===== src/sv/ukl_pkg.sv =====
// Shared types and constants for the unique-key list table.
`default_nettype none

package ukl_pkg;

  localparam int UKL_TABLE_DEPTH = 256;

  typedef enum logic [1:0] {
    OP_LOOKUP = 2'd0,
    OP_INSERT = 2'd1,
    OP_DELETE = 2'd2,
    OP_READ   = 2'd3
  } ukl_op_t;

  typedef enum logic [2:0] {
    STS_OK        = 3'd0,
    STS_NOT_FOUND = 3'd1,
    STS_DUPLICATE = 3'd2,
    STS_FULL      = 3'd3,
    STS_RANGE     = 3'd4
  } ukl_status_t;

  typedef enum logic [2:0] {
    ST_IDLE,
    ST_SEARCH,
    ST_SHIFT,
    ST_READ,
    ST_RESP
  } ukl_state_t;

  typedef struct packed {
    ukl_status_t  status;
    logic [15:0]  found_handle;
    logic [31:0]  found_key;
    logic [7:0]   found_position;
    logic [8:0]   entry_total;
  } ukl_result_t;

endpackage

`default_nettype wire


===== src/sv/ukl_ctrl.sv =====
// Sequencer: linear key search, append, shift-down delete and positional read.
`default_nettype none

module ukl_ctrl import ukl_pkg::*; #(
  parameter int TABLE_DEPTH = UKL_TABLE_DEPTH,
  localparam int IdxW = $clog2(TABLE_DEPTH),
  localparam int CntW = $clog2(TABLE_DEPTH + 1)
) (
  input  wire logic            clk,
  input  wire logic            rst_n,
  input  wire logic            in_valid,
  output logic                 in_ready,
  input  wire logic [1:0]      in_opcode,
  input  wire logic [31:0]     in_song_key,
  input  wire logic [15:0]     in_song_handle,
  input  wire logic [7:0]      in_position,
  output logic                 res_valid,
  input  wire logic            res_ready,
  output ukl_result_t          res,
  output logic                 mem_we,
  output logic      [IdxW-1:0] mem_waddr,
  output logic      [31:0]     mem_wkey,
  output logic      [15:0]     mem_whandle,
  output logic      [IdxW-1:0] mem_raddr,
  input  wire logic [31:0]     mem_rkey,
  input  wire logic [15:0]     mem_rhandle
);

  localparam int XW = (CntW > 8) ? CntW : 8;
  localparam int PW = (IdxW > 8) ? IdxW : 8;
  localparam int TW = (CntW > 9) ? CntW : 9;

  ukl_state_t      state_r, state_nxt;
  ukl_op_t         op_r, op_nxt;
  logic [31:0]     key_r, key_nxt;
  logic [15:0]     handle_r, handle_nxt;
  logic [CntW-1:0] rd_idx_r, rd_idx_nxt;
  logic            cmp_vld_r, cmp_vld_nxt;
  logic [IdxW-1:0] cmp_idx_r, cmp_idx_nxt;
  logic [CntW-1:0] count_r, count_nxt;
  ukl_status_t     status_r, status_nxt;
  logic [15:0]     fhandle_r, fhandle_nxt;
  logic [31:0]     fkey_r, fkey_nxt;
  logic [7:0]      fpos_r, fpos_nxt;

  logic            accept;
  logic            key_hit;
  logic            scan_done;
  logic            is_full;
  logic [XW-1:0]   pos_x;
  logic            pos_in_range;
  logic [PW-1:0]   hit_pos_wide;
  logic [TW-1:0]   total_wide;

  // The one comparator: each cycle it checks the entry read in the previous cycle.
  assign accept       = in_valid && in_ready;
  assign key_hit      = cmp_vld_r && (mem_rkey == key_r);
  assign scan_done    = (rd_idx_r == count_r);
  assign is_full      = (count_r == CntW'(TABLE_DEPTH));
  assign pos_x        = XW'(in_position);
  assign pos_in_range = (pos_x < XW'(count_r));
  assign hit_pos_wide = PW'(cmp_idx_r);
  assign total_wide   = TW'(count_r);

  assign in_ready  = (state_r == ST_IDLE);
  assign res_valid = (state_r == ST_RESP);

  always_comb begin
    res.status         = status_r;
    res.found_handle   = fhandle_r;
    res.found_key      = fkey_r;
    res.found_position = fpos_r;
    res.entry_total    = total_wide[8:0];
  end

  always_comb begin
    state_nxt = state_r;
    unique case (state_r)
      ST_IDLE: begin
        if (accept) begin
          if (ukl_op_t'(in_opcode) == OP_READ) begin
            state_nxt = pos_in_range ? ST_READ : ST_RESP;
          end else begin
            state_nxt = ST_SEARCH;
          end
        end
      end
      ST_SEARCH: begin
        if (key_hit) begin
          state_nxt = (op_r == OP_DELETE) ? ST_SHIFT : ST_RESP;
        end else if (scan_done) begin
          state_nxt = ST_RESP;
        end
      end
      ST_SHIFT: begin
        if (scan_done) begin
          state_nxt = ST_RESP;
        end
      end
      ST_READ: state_nxt = ST_RESP;
      ST_RESP: begin
        if (res_ready) begin
          state_nxt = ST_IDLE;
        end
      end
      default: state_nxt = ST_IDLE;
    endcase
  end

  always_comb begin
    op_nxt      = op_r;
    key_nxt     = key_r;
    handle_nxt  = handle_r;
    rd_idx_nxt  = rd_idx_r;
    cmp_vld_nxt = cmp_vld_r;
    cmp_idx_nxt = cmp_idx_r;
    count_nxt   = count_r;
    status_nxt  = status_r;
    fhandle_nxt = fhandle_r;
    fkey_nxt    = fkey_r;
    fpos_nxt    = fpos_r;
    mem_we      = 1'b0;
    mem_waddr   = cmp_idx_r - IdxW'(1);
    mem_wkey    = mem_rkey;
    mem_whandle = mem_rhandle;
    mem_raddr   = rd_idx_r[IdxW-1:0];

    unique case (state_r)
      ST_IDLE: begin
        mem_raddr = pos_x[IdxW-1:0];
        if (accept) begin
          op_nxt      = ukl_op_t'(in_opcode);
          key_nxt     = in_song_key;
          handle_nxt  = in_song_handle;
          rd_idx_nxt  = '0;
          cmp_vld_nxt = 1'b0;
          fhandle_nxt = '0;
          fkey_nxt    = '0;
          fpos_nxt    = '0;
          if (ukl_op_t'(in_opcode) == OP_READ && pos_in_range) begin
            status_nxt = STS_OK;
            fpos_nxt   = in_position;
          end else if (ukl_op_t'(in_opcode) == OP_READ) begin
            status_nxt = STS_RANGE;
          end
        end
      end
      ST_SEARCH: begin
        if (key_hit) begin
          fhandle_nxt = mem_rhandle;
          fkey_nxt    = mem_rkey;
          fpos_nxt    = hit_pos_wide[7:0];
          unique case (op_r)
            OP_INSERT: status_nxt = STS_DUPLICATE;
            OP_DELETE: begin
              status_nxt  = STS_OK;
              rd_idx_nxt  = CntW'(cmp_idx_r) + CntW'(1);
              cmp_vld_nxt = 1'b0;
            end
            OP_LOOKUP, OP_READ: status_nxt = STS_OK;
            default: status_nxt = STS_OK;
          endcase
        end else if (scan_done) begin
          cmp_vld_nxt = 1'b0;
          if (op_r == OP_INSERT && is_full) begin
            status_nxt = STS_FULL;
          end else if (op_r == OP_INSERT) begin
            status_nxt  = STS_OK;
            mem_we      = 1'b1;
            mem_waddr   = count_r[IdxW-1:0];
            mem_wkey    = key_r;
            mem_whandle = handle_r;
            count_nxt   = count_r + CntW'(1);
          end else begin
            status_nxt = STS_NOT_FOUND;
          end
        end else begin
          rd_idx_nxt  = rd_idx_r + CntW'(1);
          cmp_vld_nxt = 1'b1;
          cmp_idx_nxt = rd_idx_r[IdxW-1:0];
        end
      end
      ST_SHIFT: begin
        // Data read for index i lands in the next cycle and is written to i - 1.
        mem_we = cmp_vld_r;
        if (scan_done) begin
          cmp_vld_nxt = 1'b0;
          count_nxt   = count_r - CntW'(1);
        end else begin
          rd_idx_nxt  = rd_idx_r + CntW'(1);
          cmp_vld_nxt = 1'b1;
          cmp_idx_nxt = rd_idx_r[IdxW-1:0];
        end
      end
      ST_READ: begin
        fhandle_nxt = mem_rhandle;
        fkey_nxt    = mem_rkey;
      end
      ST_RESP: begin
      end
      default: begin
      end
    endcase
  end

  always_ff @(posedge clk) begin
    if (!rst_n) begin
      state_r   <= ST_IDLE;
      rd_idx_r  <= '0;
      cmp_vld_r <= 1'b0;
      count_r   <= '0;
    end else begin
      state_r   <= state_nxt;
      rd_idx_r  <= rd_idx_nxt;
      cmp_vld_r <= cmp_vld_nxt;
      count_r   <= count_nxt;
    end
  end

  always_ff @(posedge clk) begin
    op_r      <= op_nxt;
    key_r     <= key_nxt;
    handle_r  <= handle_nxt;
    cmp_idx_r <= cmp_idx_nxt;
    status_r  <= status_nxt;
    fhandle_r <= fhandle_nxt;
    fkey_r    <= fkey_nxt;
    fpos_r    <= fpos_nxt;
  end

`ifndef NO_ASSERTIONS
  a_count_bound: assert property (@(posedge clk) disable iff (!rst_n)
    count_r <= CntW'(TABLE_DEPTH))
    else $error("entry count exceeds table depth");

  a_write_state: assert property (@(posedge clk) disable iff (!rst_n)
    mem_we |-> (state_r == ST_SEARCH || state_r == ST_SHIFT))
    else $error("memory written outside search or shift");

  a_insert_count: assert property (@(posedge clk) disable iff (!rst_n)
    (mem_we && state_r == ST_SEARCH) |=> count_r == $past(count_r) + CntW'(1))
    else $error("append did not grow the entry count");

  a_delete_count: assert property (@(posedge clk) disable iff (!rst_n)
    (state_r == ST_SHIFT && state_nxt == ST_RESP)
      |=> count_r == $past(count_r) - CntW'(1))
    else $error("delete did not shrink the entry count");

  a_resp_hold: assert property (@(posedge clk) disable iff (!rst_n)
    (state_r == ST_RESP && !res_ready) |=> state_r == ST_RESP && $stable(count_r))
    else $error("result left before it was taken");
`endif

endmodule

`default_nettype wire


===== config.mk =====
export PLATFORM = sky130hd
export DESIGN_NAME = ukl_ctrl
export DESIGN_NICKNAME = d
export VERILOG_FILES = /design/src/sv/ukl_pkg.sv /design/src/sv/ukl_ctrl.sv
export SDC_FILE = /design/constraint.sdc
export NUM_CORES = 1
export LEC_CHECK = 0
export BUFFER_PORTS_ARGS = -buffer_cell sky130_fd_sc_hd__buf_4
export CORE_MARGIN = 2
export CORE_UTILIZATION = 50
export CTS_CLUSTER_SIZE = 14
export DETAILED_ROUTE_END_ITERATION = 7
export GPL_TIMING_DRIVEN = 0
export PLACE_DENSITY = 0.75
export SYNTH_ARGS = -nofsm -noshare
export SYNTH_HDL_FRONTEND = slang
export SYNTH_SLANG_ARGS = --single-unit

===== constraint.sdc =====
create_clock -name clk -period 11.4 [get_ports clk]
set_input_delay 2.85 -clock clk [delete_from_list [all_inputs] [get_ports clk]]
set_output_delay 2.85 -clock clk [all_outputs]
set_load 0.01 [all_outputs]

* Word-level counts from Yosys, hierarchy flattened
Index checks and enable logic that the tools add are counted.
Cells by class: add/subtract/negate cells 5, equal/unequal tests 22, $lt $le $gt $ge 1, mux-type cells 67, reduce and logical (&&, ||, !) cells 19
Operator list (count):
- two-way mux 32 bit | 7
- two-way mux 16 bit | 7
- case mux 32 bit (3 select lines) | 1
- two-way mux 8 bit | 11
- two-way mux 9 bit | 9
- case mux 16 bit (3 select lines) | 1
- two-way mux 3 bit | 12
- == test 32 bit | 1
- case mux 8 bit (2 select lines) | 2
- case mux 9 bit (3 select lines) | 1
- adder 9 x 1 -> 9 bit (second input constant) | 2
- case mux 9 bit (2 select lines) | 1
- case mux 3 bit (5 select lines) | 1
- != test 2 bit (second input constant) | 6
- case mux 3 bit (2 select lines) | 2
- adder 8 x 1 -> 9 bit (second input constant) | 1
- == test 9 bit | 1
- == test 9 bit (second input constant) | 1
- less-than comparator 8 x 9 -> 1 bit | 1
- two-way mux 1 bit | 9
- AND reduction 3 bit | 3
- subtractor 9 x 1 -> 9 bit (second input constant) | 1
- subtractor 8 x 1 -> 8 bit (second input constant) | 1
- == test 2 bit (second input constant) | 3
- 19 further kinds | 29
Word-level totals: output and inout port bits 135, logic and storage cells 126, bits in registers 139, input port bits 110

* Longest topological paths before layout
Gate-level depths: netlist of run 1.
depth in word-level cells 6, gate-level depth with buffers 11

* Least setup slack after synthesis of run 1
Ideal clock, no wire load.
path kind input to output, start point input port mem_rkey[6], end point output port mem_waddr[6], data arrival time 4.484 ns, cell stages on the path 8, path slack 4.066 ns, buffers on the path 2, cell sequence xnor2_1 -> nand4_1 -> nor4_4 -> a31oi_4 -> and3_1 -> buf_6 -> buf_2 -> o21ai_0
Between the ends: cells in the longest elaborated chain, start to end 4
RTL lines:
- start: declaration | RTL line ukl_ctrl.sv:25 | input wire logic [31:0] mem_rkey,
- == test 32 bit | RTL line ukl_ctrl.sv:57 | assign key_hit = cmp_vld_r && (mem_rkey == key_r);
- logical AND 1 bit | RTL line ukl_ctrl.sv:57
- two-way mux 8 bit | RTL line ukl_ctrl.sv:149 | if (key_hit) begin
- two-way mux 8 bit | RTL line ukl_ctrl.sv:128 | unique case (state_r)
- end: declaration | RTL line ukl_ctrl.sv:21 | output logic [IdxW-1:0] mem_waddr,
No other way between the ends.

* Worst setup path after layout of run 1
start point input port mem_rkey[31], end point output port mem_wkey[4]
Between the ends: cells in the longest elaborated chain, start to end 4
RTL lines:
- == test 32 bit | RTL line ukl_ctrl.sv:57
- logical AND 1 bit | RTL line ukl_ctrl.sv:57
- two-way mux 32 bit | RTL line ukl_ctrl.sv:149
- two-way mux 32 bit | RTL line ukl_ctrl.sv:128
- end: declaration | RTL line ukl_ctrl.sv:22 | output logic [31:0] mem_wkey,
No other way between the ends.

==> results of run 1 <==
synth_stat cells, types with 3 or more instances:
cell type / number / area share, %
a21o_1: 6 / 0.61
a21oi_1: 18 / 1.2
and2_1: 50 / 4.2
buf_6: 7 / 1.1
clkbuf_1: 17 / 0.87
dfxtp_1: 22 / 6.0
edfxtp_1: 117 / 48
ha_1: 17 / 2.9
inv_1: 18 / 0.92
mux2_2: 11 / 1.7
mux2_4: 45 / 9.2
mux2i_1: 8 / 1.1
nand2_1: 36 / 1.8
nand2b_1: 6 / 0.51
nand3_1: 12 / 0.82
nand4_1: 11 / 0.93
nor2_1: 33 / 1.7
nor2b_1: 8 / 0.68
nor3_1: 8 / 0.54
nor3b_1: 3 / 0.31
nor4_1: 4 / 0.34
o21ai_0: 15 / 1.0
o22ai_1: 8 / 0.68
or2_2: 3 / 0.25
xnor2_1: 54 / 6.4
xor2_1: 8 / 0.95
final cells by class:
class	count	area, µm²
Clock buffer	18	429.2
Fill cell	1094	4424
Clock inverter	14	152.6
Sequential cell	139	3954
Buffer	27	156.4
Timing Repair Buffer	245	1864
Tap cell	184	230.2
Multi-Input combinational cell	404	3201
Inverter	18	67.56
registers in the layout, summed over array words and instances, names as in the netlist:
register / flops
fkey_r: 32
key_r: 32
fhandle_r: 16
handle_r: 16
count_r: 9
rd_idx_r: 9
cmp_idx_r: 8
fpos_r: 8
state_r: 3
status_r: 3
op_r: 2
cmp_vld_r: 1
cells by family (layout without fill, tap and decap cells):
kind of cell / after synthesis / after routing / share of synthesized area (%)
xor gates and xnor gates: 62 / 62 / 7.371
muxes: 64 / 64 / 11.94
adders and majority gates: 18 / 18 / 3.159
buffers and inverters: 45 / 322 / 3.040
AOI/OAI and AO/OA: 75 / 75 / 7.150
DFF: 139 / 139 / 53.67
and+or+nand+nor: 185 / 185 / 13.67
path summary, 6_finish.rpt:
| check | startpoint | endpoint | cells past startpoint |
|---|---|---|---|
| max | mem_rkey[31] | mem_wkey[4] | 10 |
| min | rd_idx_r[2]$_SDFFE_PN0P_ | cmp_idx_r[2]$_DFFE_PP_ | 0 |
| max reg2reg | state_r[1]$_SDFFE_PN0P_ | count_r[8]$_SDFFE_PN0P_ | 11 |
| min reg2reg | rd_idx_r[2]$_SDFFE_PN0P_ | cmp_idx_r[2]$_DFFE_PP_ | 0 |
per-layer routing:
layer / vias to the layer above / share of wire, % / track usage [%]
met4: 0 / 2.2 / 9.412
met1: 2797 / 40 / 34.19
met5: - / 0 / 0
met3: 32 / 8.1 / 6.846
li1: 2675 / - / -
met2: 290 / 50 / 46.26
through the flow:
step	hold WS, ns	util (%)	setup WS (ns)	std cells
after CTS	0.4341	69.44	3.371	1049
after global routing	0.4407	69.44	3.189	1049
after detailed placement	0.4196	65.43	3.385	1017
after floorplan	0.4064	-	4.066	588
final	0.4315	69.44	3.373	1049
after global placement	0.4131	65.07	3.114	1015
worst register-to-register path, delay by kind of cell, from the launching register on:
kind	cells	cell delay, ns
xor gates and xnor gates	1	0.12
and+or+nand+nor	3	0.72
DFF	1	0.31
AOI/OAI and AO/OA	4	0.91
adders and majority gates	1	0.35
buffers and inverters	2	0.69
where the power goes:
group          switching [µW]  internal, µW  leakage (µW)
sequential               69.9           760       0.00132
clock                     206           340      0.000278
combinational             463           382       0.00256
total                     740          1480       0.00416
==> summary.md, run 1 <==
| Metric | Value |
|---|---|
| Status | `completed` |
| Ys async rst share | `0%` |
| Skew final | `approximately 0.0067 ns` |
| Sequential fraction of the synthesis area | `53.67%` |
| Std-Cell Rows | `44` |
| Slew Limit Headroom | `46.70%` |
| Max Freq | `0.1246 GHz` |
| Grt ovf | `0` |
| Top_reg_cell synth | `edfxtp_1` |
| DP HPWL | `16.82 mm` |
| 1st-pass router iterations | `5` |
| Ys Warns | `0` |
| Post-route clock period utilization | `70.42%` |
| Setup TNS | `0 ns` |
| Worst vdd ir | `0.1250 mV` |
| Post-synth EDFFs | `117` |
| Routed Antenna Nets | `0` |
| Largest net degree at the start of global routing | `29` |
| Slew @ Worst Pin | `0.7977 ns` |
| CTS resizes | `0` |
| IO Port Bufs | `about 240` |
| Vias in the first global route | `5735` |
| CTS Buf Count | `17` |
| Crit Path Max Fanout | `10` |
| Crit path cell chain | `buf_4 > xnor2_1 > nand4_1 > nor4_4 > a31oi_4 > and3_1 > buf_6 > buf_6 > mux2_4 > buf_4` |
| Number of DRC markers in iteration 0 | `650` |
| Skew-Pair Late Insertion Delay | `0.41 ns` |
| Synthesized instance count | `588` |
| CTS root buf | `clkbuf_16` |
| CP Data Arrival Time | `5.18 ns` |
| CP Buf/Inv Count | `4` |
| TritonCTS clock tree | `built` |
| Req. time, crit path | `8.55 ns` |
| Drt wl/cell | `20.66 µm` |
| Seq cells post-synth | `139` |
| H-tree Lvls | `4` |
| # clock sinks | `139` |
| PwrDens | `between 200 and 250 nW/µm²` |
| Final setup fails | `0` |
| Slowest Stage Delay on Critical Path | `~0.48 ns` |
| Die Wd | `roughly 130 µm` |
| I/O pin cnt | `245` |
| Clock buffer depth | `2` |
| Final hold vios | `0` |
| Die Height | `125.4 µm` |
| Crit start category | `input port` |
| Crit-path leading delay family | `simple AND/OR/NAND/NOR gates` |
| Min Tclk post-route | `8.027 ns` |
| Syn_nets | `716` |
| Initial antenna violation count | `0` |
| Area delta synth->final | `36.48%` |
| Clock Pin Slew Worst Setup and Hold Paths | `0.06 ns` |
| Slowest CP cell | `nor4_4` |
| RSZ-0062 raised after global routing | `false` |
| Post-Route WL | `around 22 mm` |
| Commonest non-fill, non-tap cells in the layout | `243 x buf_4, 117 x edfxtp_1, 54 x xnor2_1` |
| Netlist cell types | `53` |
| Drt via density | `about 5.5` |
| Reg2Reg Setup Slack | `8.23 ns` |
| Max Slew Vio Count | `0` |
| First-pass GRT wire length | `about 33 mm` |
| Syn avg cell area | `approximately 13 µm²` |
| Ant. Diodes | `0` |
| Post-CTS Hold Fix Bufs | `0` |
| Die area | `15720 µm²` |
| Most common cell after layout, fill and taps aside | `buf_4` |
| Setup crit end kind | `output port` |
| Core Area | `14480 µm²` |
| Drt drc | `0` |
| Starting Density | `50.88%` |
| Layout cells sized above 1 | `41.16%` |
| Cell Area, Synth | `7367 µm²` |
| Routed vias | `5794` |
| Leakage power | `0.004159 µW` |
| HP Class | `register to register` |
| Max Cap Viol | `0` |
| WS Path Type | `input port to output port` |
| GPL Wtd Cong | `0.8893` |
| Total GRT Usage | `between 20% and 30%` |
| Total Power | `between 2000 and 2500 µW` |
| Final instance area | `10050 µm²` |
| Post-DP Area | `between 9000 and 10000 µm²` |
| NumNets Final | `980` |
| Setup bufs post-CTS | `0` |
(Power assumes the default switching activity.)
==> run 2, diff against run 1 <==
--- a/config.mk
+++ b/config.mk
@@ -7,11 +7,11 @@
 export LEC_CHECK = 0
 export BUFFER_PORTS_ARGS = -buffer_cell sky130_fd_sc_hd__buf_4
 export CORE_MARGIN = 2
-export CORE_UTILIZATION = 50
+export CORE_UTILIZATION = 46
 export CTS_CLUSTER_SIZE = 14
 export DETAILED_ROUTE_END_ITERATION = 7
 export GPL_TIMING_DRIVEN = 0
-export PLACE_DENSITY = 0.75
+export PLACE_DENSITY = 0.73
 export SYNTH_ARGS = -nofsm -noshare
 export SYNTH_HDL_FRONTEND = slang
 export SYNTH_SLANG_ARGS = --single-unit
==> constraint.sdc (replaced) <==
create_clock -name clk -period 6.7 [get_ports clk]
set_input_delay 1.675 -clock clk [delete_from_list [all_inputs] [get_ports clk]]
set_output_delay 1.675 -clock clk [all_outputs]
set_load 0.01 [all_outputs]
==> run 2 against run 1 <==
Net effect:
- via count fell by 0.76%
- die area increased by 8.4%
- worst hold slack better by 0.0051 ns
- critical path type unchanged
- critical endpoint is now mem_wkey[13]
- largest cell class unchanged
- highest routed layer unchanged
==> summary.md, run 2 (synthesized netlist as in run 1, its figures left out) <==
| Metric | Value |
|---|---|
| Routed vias | `5750 (-0.76%)` |
| Clock buffer depth | `2 (unchanged)` |
| Total Power | `3832 µW (+72%)` |
| Final hold vios | `0 (unchanged)` |
| CTS root buf | `clkbuf_16` |
| Number of DRC markers in iteration 0 | `444 (-32%)` |
| Max Slew Vio Count | `0 (unchanged)` |
| TritonCTS clock tree | `built` |
| Commonest non-fill, non-tap cells in the layout | `243 x buf_4, 117 x edfxtp_1, 54 x xnor2_1` |
| I/O pin cnt | `245 (unchanged)` |
| Drt drc | `0 (unchanged)` |
| Slew @ Worst Pin | `0.9178 ns (+0.1201 ns)` |
| Vias in the first global route | `5777 (+0.73%)` |
| Largest regs | `fkey_r x32, key_r x32` |
| Area delta synth->final | `37.45%` |
| Drt via density | `5.319 (-3.7%)` |
| Skew final | `0.008701 ns (+0.001970 ns)` |
| WHS | `0.4366 ns (+0.005059 ns)` |
| Routed Antenna Nets | `0 (unchanged)` |
| Multi-input combinational cell area | `3201 µm² (unchanged)` |
| Std-Cell Rows | `46 (+4.5%)` |
| CTS resizes | `0 (unchanged)` |
| DP HPWL | `16.84 mm (about the same)` |
| Post-route clock period utilization | `a little over four fifths` |
| Setup crit end kind | `output port` |
| Leakage power | `0.004182 µW (+0.55%)` |
| Post-Route Utilization | `64.21% (-5.2 points)` |
| Layout fillers | `1258 (+15%)` |
| 1st-pass router iterations | `5 (unchanged)` |
| Post-CTS Hold Fix Bufs | `0 (unchanged)` |
| Final setup fails | `0 (unchanged)` |
| Grt ovf | `0 (unchanged)` |
| # clock sinks | `139 (unchanged)` |
| Req. time, crit path | `5.03 ns (-3.52 ns)` |
| NumNets Final | `980 (unchanged)` |
| Die Wd | `130.6 µm (+4.1%)` |
| Die Height | `130.6 µm (+4.1%)` |
| Drt wl/cell | `19.95 µm (-3.4%)` |
| Register area | `3954 µm² (unchanged)` |
| Max Cap Viol | `0 (unchanged)` |
| Worst vdd ir | `0.2121 mV (+70%)` |
| IO Port Bufs | `243 (unchanged)` |
| Post-Route WL | `21.57 mm (-0.47%)` |
| Setup TNS | `0 ns (unchanged)` |
| GPL Wtd Cong | `0.9469 (+6.5%)` |
| Crit start category | `input port` |
| RSZ-0062 raised after global routing | `false` |
| Skew-Pair Late Insertion Delay | `0.42 ns (about the same)` |
| Ant. Diodes | `0 (unchanged)` |
| Setup bufs post-CTS | `0 (unchanged)` |
| Starting Density | `46.72% (-4.2 points)` |
| HP Class | `register to register` |
| Largest net degree at the start of global routing | `39 (+34%)` |
| Max Freq | `0.1787 GHz` |
| Die area | `17040 µm² (+8.4%)` |
| H-tree Lvls | `4 (unchanged)` |
| Initial antenna violation count | `0 (unchanged)` |
| Status | `completed` |
| WS Path Type | `input port to output port` |
| Slew Limit Headroom | `38.68% (-8.0 points)` |
| Crit Path Max Fanout | `10 (unchanged)` |
| Total GRT Usage | `25.45% (-1.8 points)` |
| Most common cell after layout, fill and taps aside | `buf_4` |
| PwrDens | `378.4 nW/µm² (+71%)` |
| First-pass GRT wire length | `32.22 mm (-1.8%)` |
| Final instance count without filler cells | `1081 (+3.1%)` |
| CP Data Arrival Time | `3.92 ns (-1.26 ns)` |
| Core Area | `15770 µm² (+8.9%)` |
| CTS Buf Count | `17 (unchanged)` |
| Min Tclk post-route | `5.596 ns` |
| DP Cell Count | `1049 (+3.1%)` |
| Clock Pin Slew Worst Setup and Hold Paths | `0.06 ns (about the same)` |
| Layout cells sized above 1 | `41.04% (-0.12 points)` |
run 2: worst max-delay path, cell delays in order:
cell     delay [ns]
buf_4          0.12
xnor2_1        0.15
nand4_1        0.20
nor4_4         0.52
a31oi_4        0.25
and3_1         0.22
buf_6          0.15
buf_6          0.17
mux2_4         0.31
buf_4          0.15
run 2: worst paths after layout:
path                            start                 endpoint  slack (ns)  cells after the start
max reg2reg   state_r[1]$_SDFFE_PN0P_  count_r[8]$_SDFFE_PN0P_        3.54                     11
min reg2reg  rd_idx_r[5]$_SDFFE_PN0P_   cmp_idx_r[5]$_DFFE_PP_        0.44                      0
max                      mem_rkey[20]             mem_wkey[13]        1.10                     10
min          rd_idx_r[5]$_SDFFE_PN0P_   cmp_idx_r[5]$_DFFE_PP_        0.44                      0
run 2: metal layers:
layer,part of all wire [%],wire [µm],GRT usage [%],vias to the layer above
met5,0,0,0,-
met4,3.4,728,10.76,0
met3,8.7,1875,7.573,53
met2,48,10430,42.77,294
met1,40,8535,30.61,2730
li1,-,-,-,2673
run 2: final cells by class:
type / instances / area share, %
Buffer: 27 / 1.545
Clock buffer: 18 / 4.238
Clock inverter: 14 / 1.742
Inverter: 18 / 0.6672
Multi-Input combinational cell: 404 / 31.61
Sequential cell: 139 / 39.05
Tap cell: 216 / 2.669
Timing Repair Buffer: 245 / 18.49
run 2: per-stage QoR:
step | area [µm²] | setup WS, ns
after floorplan | 7367 | 1.308
after global placement | 9462 | -0.2238
after detailed placement | 9520 | 1.115
after CTS | 10130 | 1.093
after global routing | 10130 | 0.9568
final | 10130 | 1.104
run 2: power by group:
group | switching, µW | total [µW] | leakage (µW) | internal (µW)
clock network | 358 | 975 | 0.000298 | 617
registers | 116 | 1410 | 0.00132 | 1290
logic | 792 | 1450 | 0.00257 | 657
==> run 3, diff against run 2 <==
==> constraint.sdc (replaced) <==
create_clock -name clk -period 4.7 [get_ports clk]
set_input_delay 1.175 -clock clk [delete_from_list [all_inputs] [get_ports clk]]
set_output_delay 1.175 -clock clk [all_outputs]
set_load 0.01 [all_outputs]
==> run 3 against run 2 <==
Net effect:
- non-clock buffer count rose by 2
- worst setup slack got worse by 0.91 ns
- power rose by 43%
- register-to-register slack got worse by 2.0 ns
- design area rose by 0.31%
- utilization rose by 0.20 points
- sequential share of layout area fell by 0.12 points
- count of clock-buffer cells in the layout fell by 1
==> summary.md, run 3 (synthesized netlist as in run 1, its figures left out) <==
| Metric | Value |
|---|---|
| Status | `completed` |
| H-tree Lvls | `4 (unchanged)` |
| Final instance count without filler cells | `1083 (+0.19%)` |
| Max Slew Vio Count | `0 (unchanged)` |
| Ant. Diodes | `0 (unchanged)` |
| Top Metal Used | `met4` |
| Setup crit end kind | `output port` |
| Post-CTS Hold Fix Bufs | `0 (unchanged)` |
| Die area | `17040 µm² (unchanged)` |
| Largest regs | `fkey_r x32, key_r x32` |
| Drt wl/cell | `20.18 µm (+1.1%)` |
| HP Class | `register to register` |
| # clock sinks | `139 (unchanged)` |
| Crit Path Max Fanout | `10 (unchanged)` |
| Req. time, crit path | `3.52 ns (-1.51 ns)` |
| Min Tclk post-route | `4.501 ns` |
| Metal2 WL | `10.76 mm (+3.1%)` |
| CP Data Arrival Time | `3.33 ns (-0.59 ns)` |
| Clock buffer depth | `2 (unchanged)` |
| Die Wd | `130.6 µm (unchanged)` |
| Crit start category | `input port` |
| Drt drc | `0 (unchanged)` |
| Post-route clock period utilization | `between 90% and 100%` |
| Grt ovf | `0 (unchanged)` |
| Commonest non-fill, non-tap cells in the layout | `245 x buf_4, 117 x edfxtp_1, 54 x xnor2_1` |
| DP HPWL | `16.71 mm (-0.77%)` |
| IO Port Bufs | `243 (unchanged)` |
| RSZ-0062 raised after global routing | `false` |
| Slew @ Worst Pin | `0.7836 ns (-0.1342 ns)` |
| Number of DRC markers in iteration 0 | `460 (+3.6%)` |
| Slew Limit Headroom | `47.64% (+9.0 points)` |
| Final setup fails | `0 (unchanged)` |
| Skew final | `0.01143 ns (+0.002733 ns)` |
| Vias in the first global route | `5757 (-0.35%)` |
| Largest net degree at the start of global routing | `32 (-18%)` |
| NumNets Final | `982 (+0.20%)` |
| Reg2Reg Setup Slack | `1.51 ns (-2.03 ns)` |
| Total GRT Usage | `25.43% (about the same)` |
| 1st-pass router iterations | `5 (unchanged)` |
| Die Height | `130.6 µm (unchanged)` |
| Initial antenna violation count | `0 (unchanged)` |
| Met3 wire length | `1.644 mm (-12%)` |
| TritonCTS clock tree | `built` |
| Most common cell after layout, fill and taps aside | `buf_4` |
| Max Freq | `0.2222 GHz` |
| First-pass GRT wire length | `32.11 mm (-0.34%)` |
| Routed vias | `5805 (+0.96%)` |
| GPL Wtd Cong | `0.9322 (-1.6%)` |
| M1 WL | `8.946 mm (+4.8%)` |
| I/O pin cnt | `245 (unchanged)` |
| Layout cells sized above 1 | `41.52% (+0.48 points)` |
| Worst vdd ir | `0.3213 mV (+52%)` |
| Max Cap Viol | `0 (unchanged)` |
| Final hold vios | `0 (unchanged)` |
| DP Cell Count | `1049 (unchanged)` |
| PwrDens | `539.9 nW/µm² (+43%)` |
| Area delta synth->final | `37.87%` |
| Std-Cell Rows | `46 (unchanged)` |
| CTS Buf Count | `17 (unchanged)` |
| Leakage power | `0.004195 µW (+0.33%)` |
| WS Path Type | `input port to output port` |
| Drt via density | `5.360 (+0.77%)` |
| Core Area | `15770 µm² (unchanged)` |
| Post-Route Utilization | `64.41% (+0.20 points)` |
| Skew-Pair Late Insertion Delay | `0.43 ns (about the same)` |
| Starting Density | `46.72% (unchanged)` |
| CTS root buf | `clkbuf_16` |
| Clock Pin Slew Worst Setup and Hold Paths | `0.06 ns (about the same)` |
| Post-Route WL | `21.85 mm (+1.3%)` |
| Routed Antenna Nets | `0 (unchanged)` |
==> run 3: final timing paths <==
check,startpoint,endpoint,cells past startpoint
hold / removal,rd_idx_r[2]$_SDFFE_PN0P_,cmp_idx_r[2]$_DFFE_PP_,0
setup reg to reg,state_r[1]$_SDFFE_PN0P_,count_r[8]$_SDFFE_PN0P_,11
setup / recovery,mem_rkey[20],mem_wkey[12],10
hold reg to reg,rd_idx_r[2]$_SDFFE_PN0P_,cmp_idx_r[2]$_DFFE_PP_,0
==> run 3: area by class of cell <==
type,instances,area [µm²]
plain buffers,27,156.4
clock buffers,17,425.4
clock inverters,15,197.7
fillers,1237,5613
inverters,18,67.56
multi-input cells,404,3207
flip-flops and latches,139,3954
well taps,216,270.3
repair buffers,247,1879
==> run 3: repair_timing <==
action / CTS / global route
setup endpoints to repair: 0 / 46
gates resized for setup: 0 / 1
endpoints found under the hold margin: 0 / 0
setup buffers: 0 / 2
==> run 3: per-stage QoR <==
| step | setup TNS (ns) | total power (µW) | hold slack, ns | area [µm²] | setup slack, ns |
|---|---|---|---|---|---|
| after floorplan | 0 | 3085 | 0.4064 | 7371 | 0.7074 |
| after global placement | -5.521 | 4006 | 0.4135 | 9465 | -0.1184 |
| after detailed placement | 0 | 4080 | 0.4225 | 9513 | 0.09737 |
| after CTS | 0 | 5497 | 0.4377 | 10140 | 0.06416 |
| after global routing | 0 | 5725 | 0.4411 | 10160 | 0.09810 |
| final | 0 | 5484 | 0.4350 | 10160 | 0.1986 |
==> run 3: report_power, final <==
| group | switching [µW] | internal [µW] | total (µW) |
|---|---|---|---|
| Sequential | 164 | 1840 | 2010 |
| Combinational | 1130 | 927 | 2060 |
| Clock | 534 | 887 | 1420 |
==> run 3: critical path: stages <==
cell and delay (ns):
buf_4 0.12, xnor2_1 0.15, nand4_1 0.20, nor4_4 0.44
a31oi_4 0.22, and3_1 0.21, buf_6 0.15, buf_6 0.18
mux2_4 0.32, buf_4 0.15
==> run 3: layer usage <==
metal	track usage [%]	up-vias
met1	32.55	2797
met4	7.822	0
met5	0	-
li1	-	2681
met2	43.01	289
met3	6.107	38
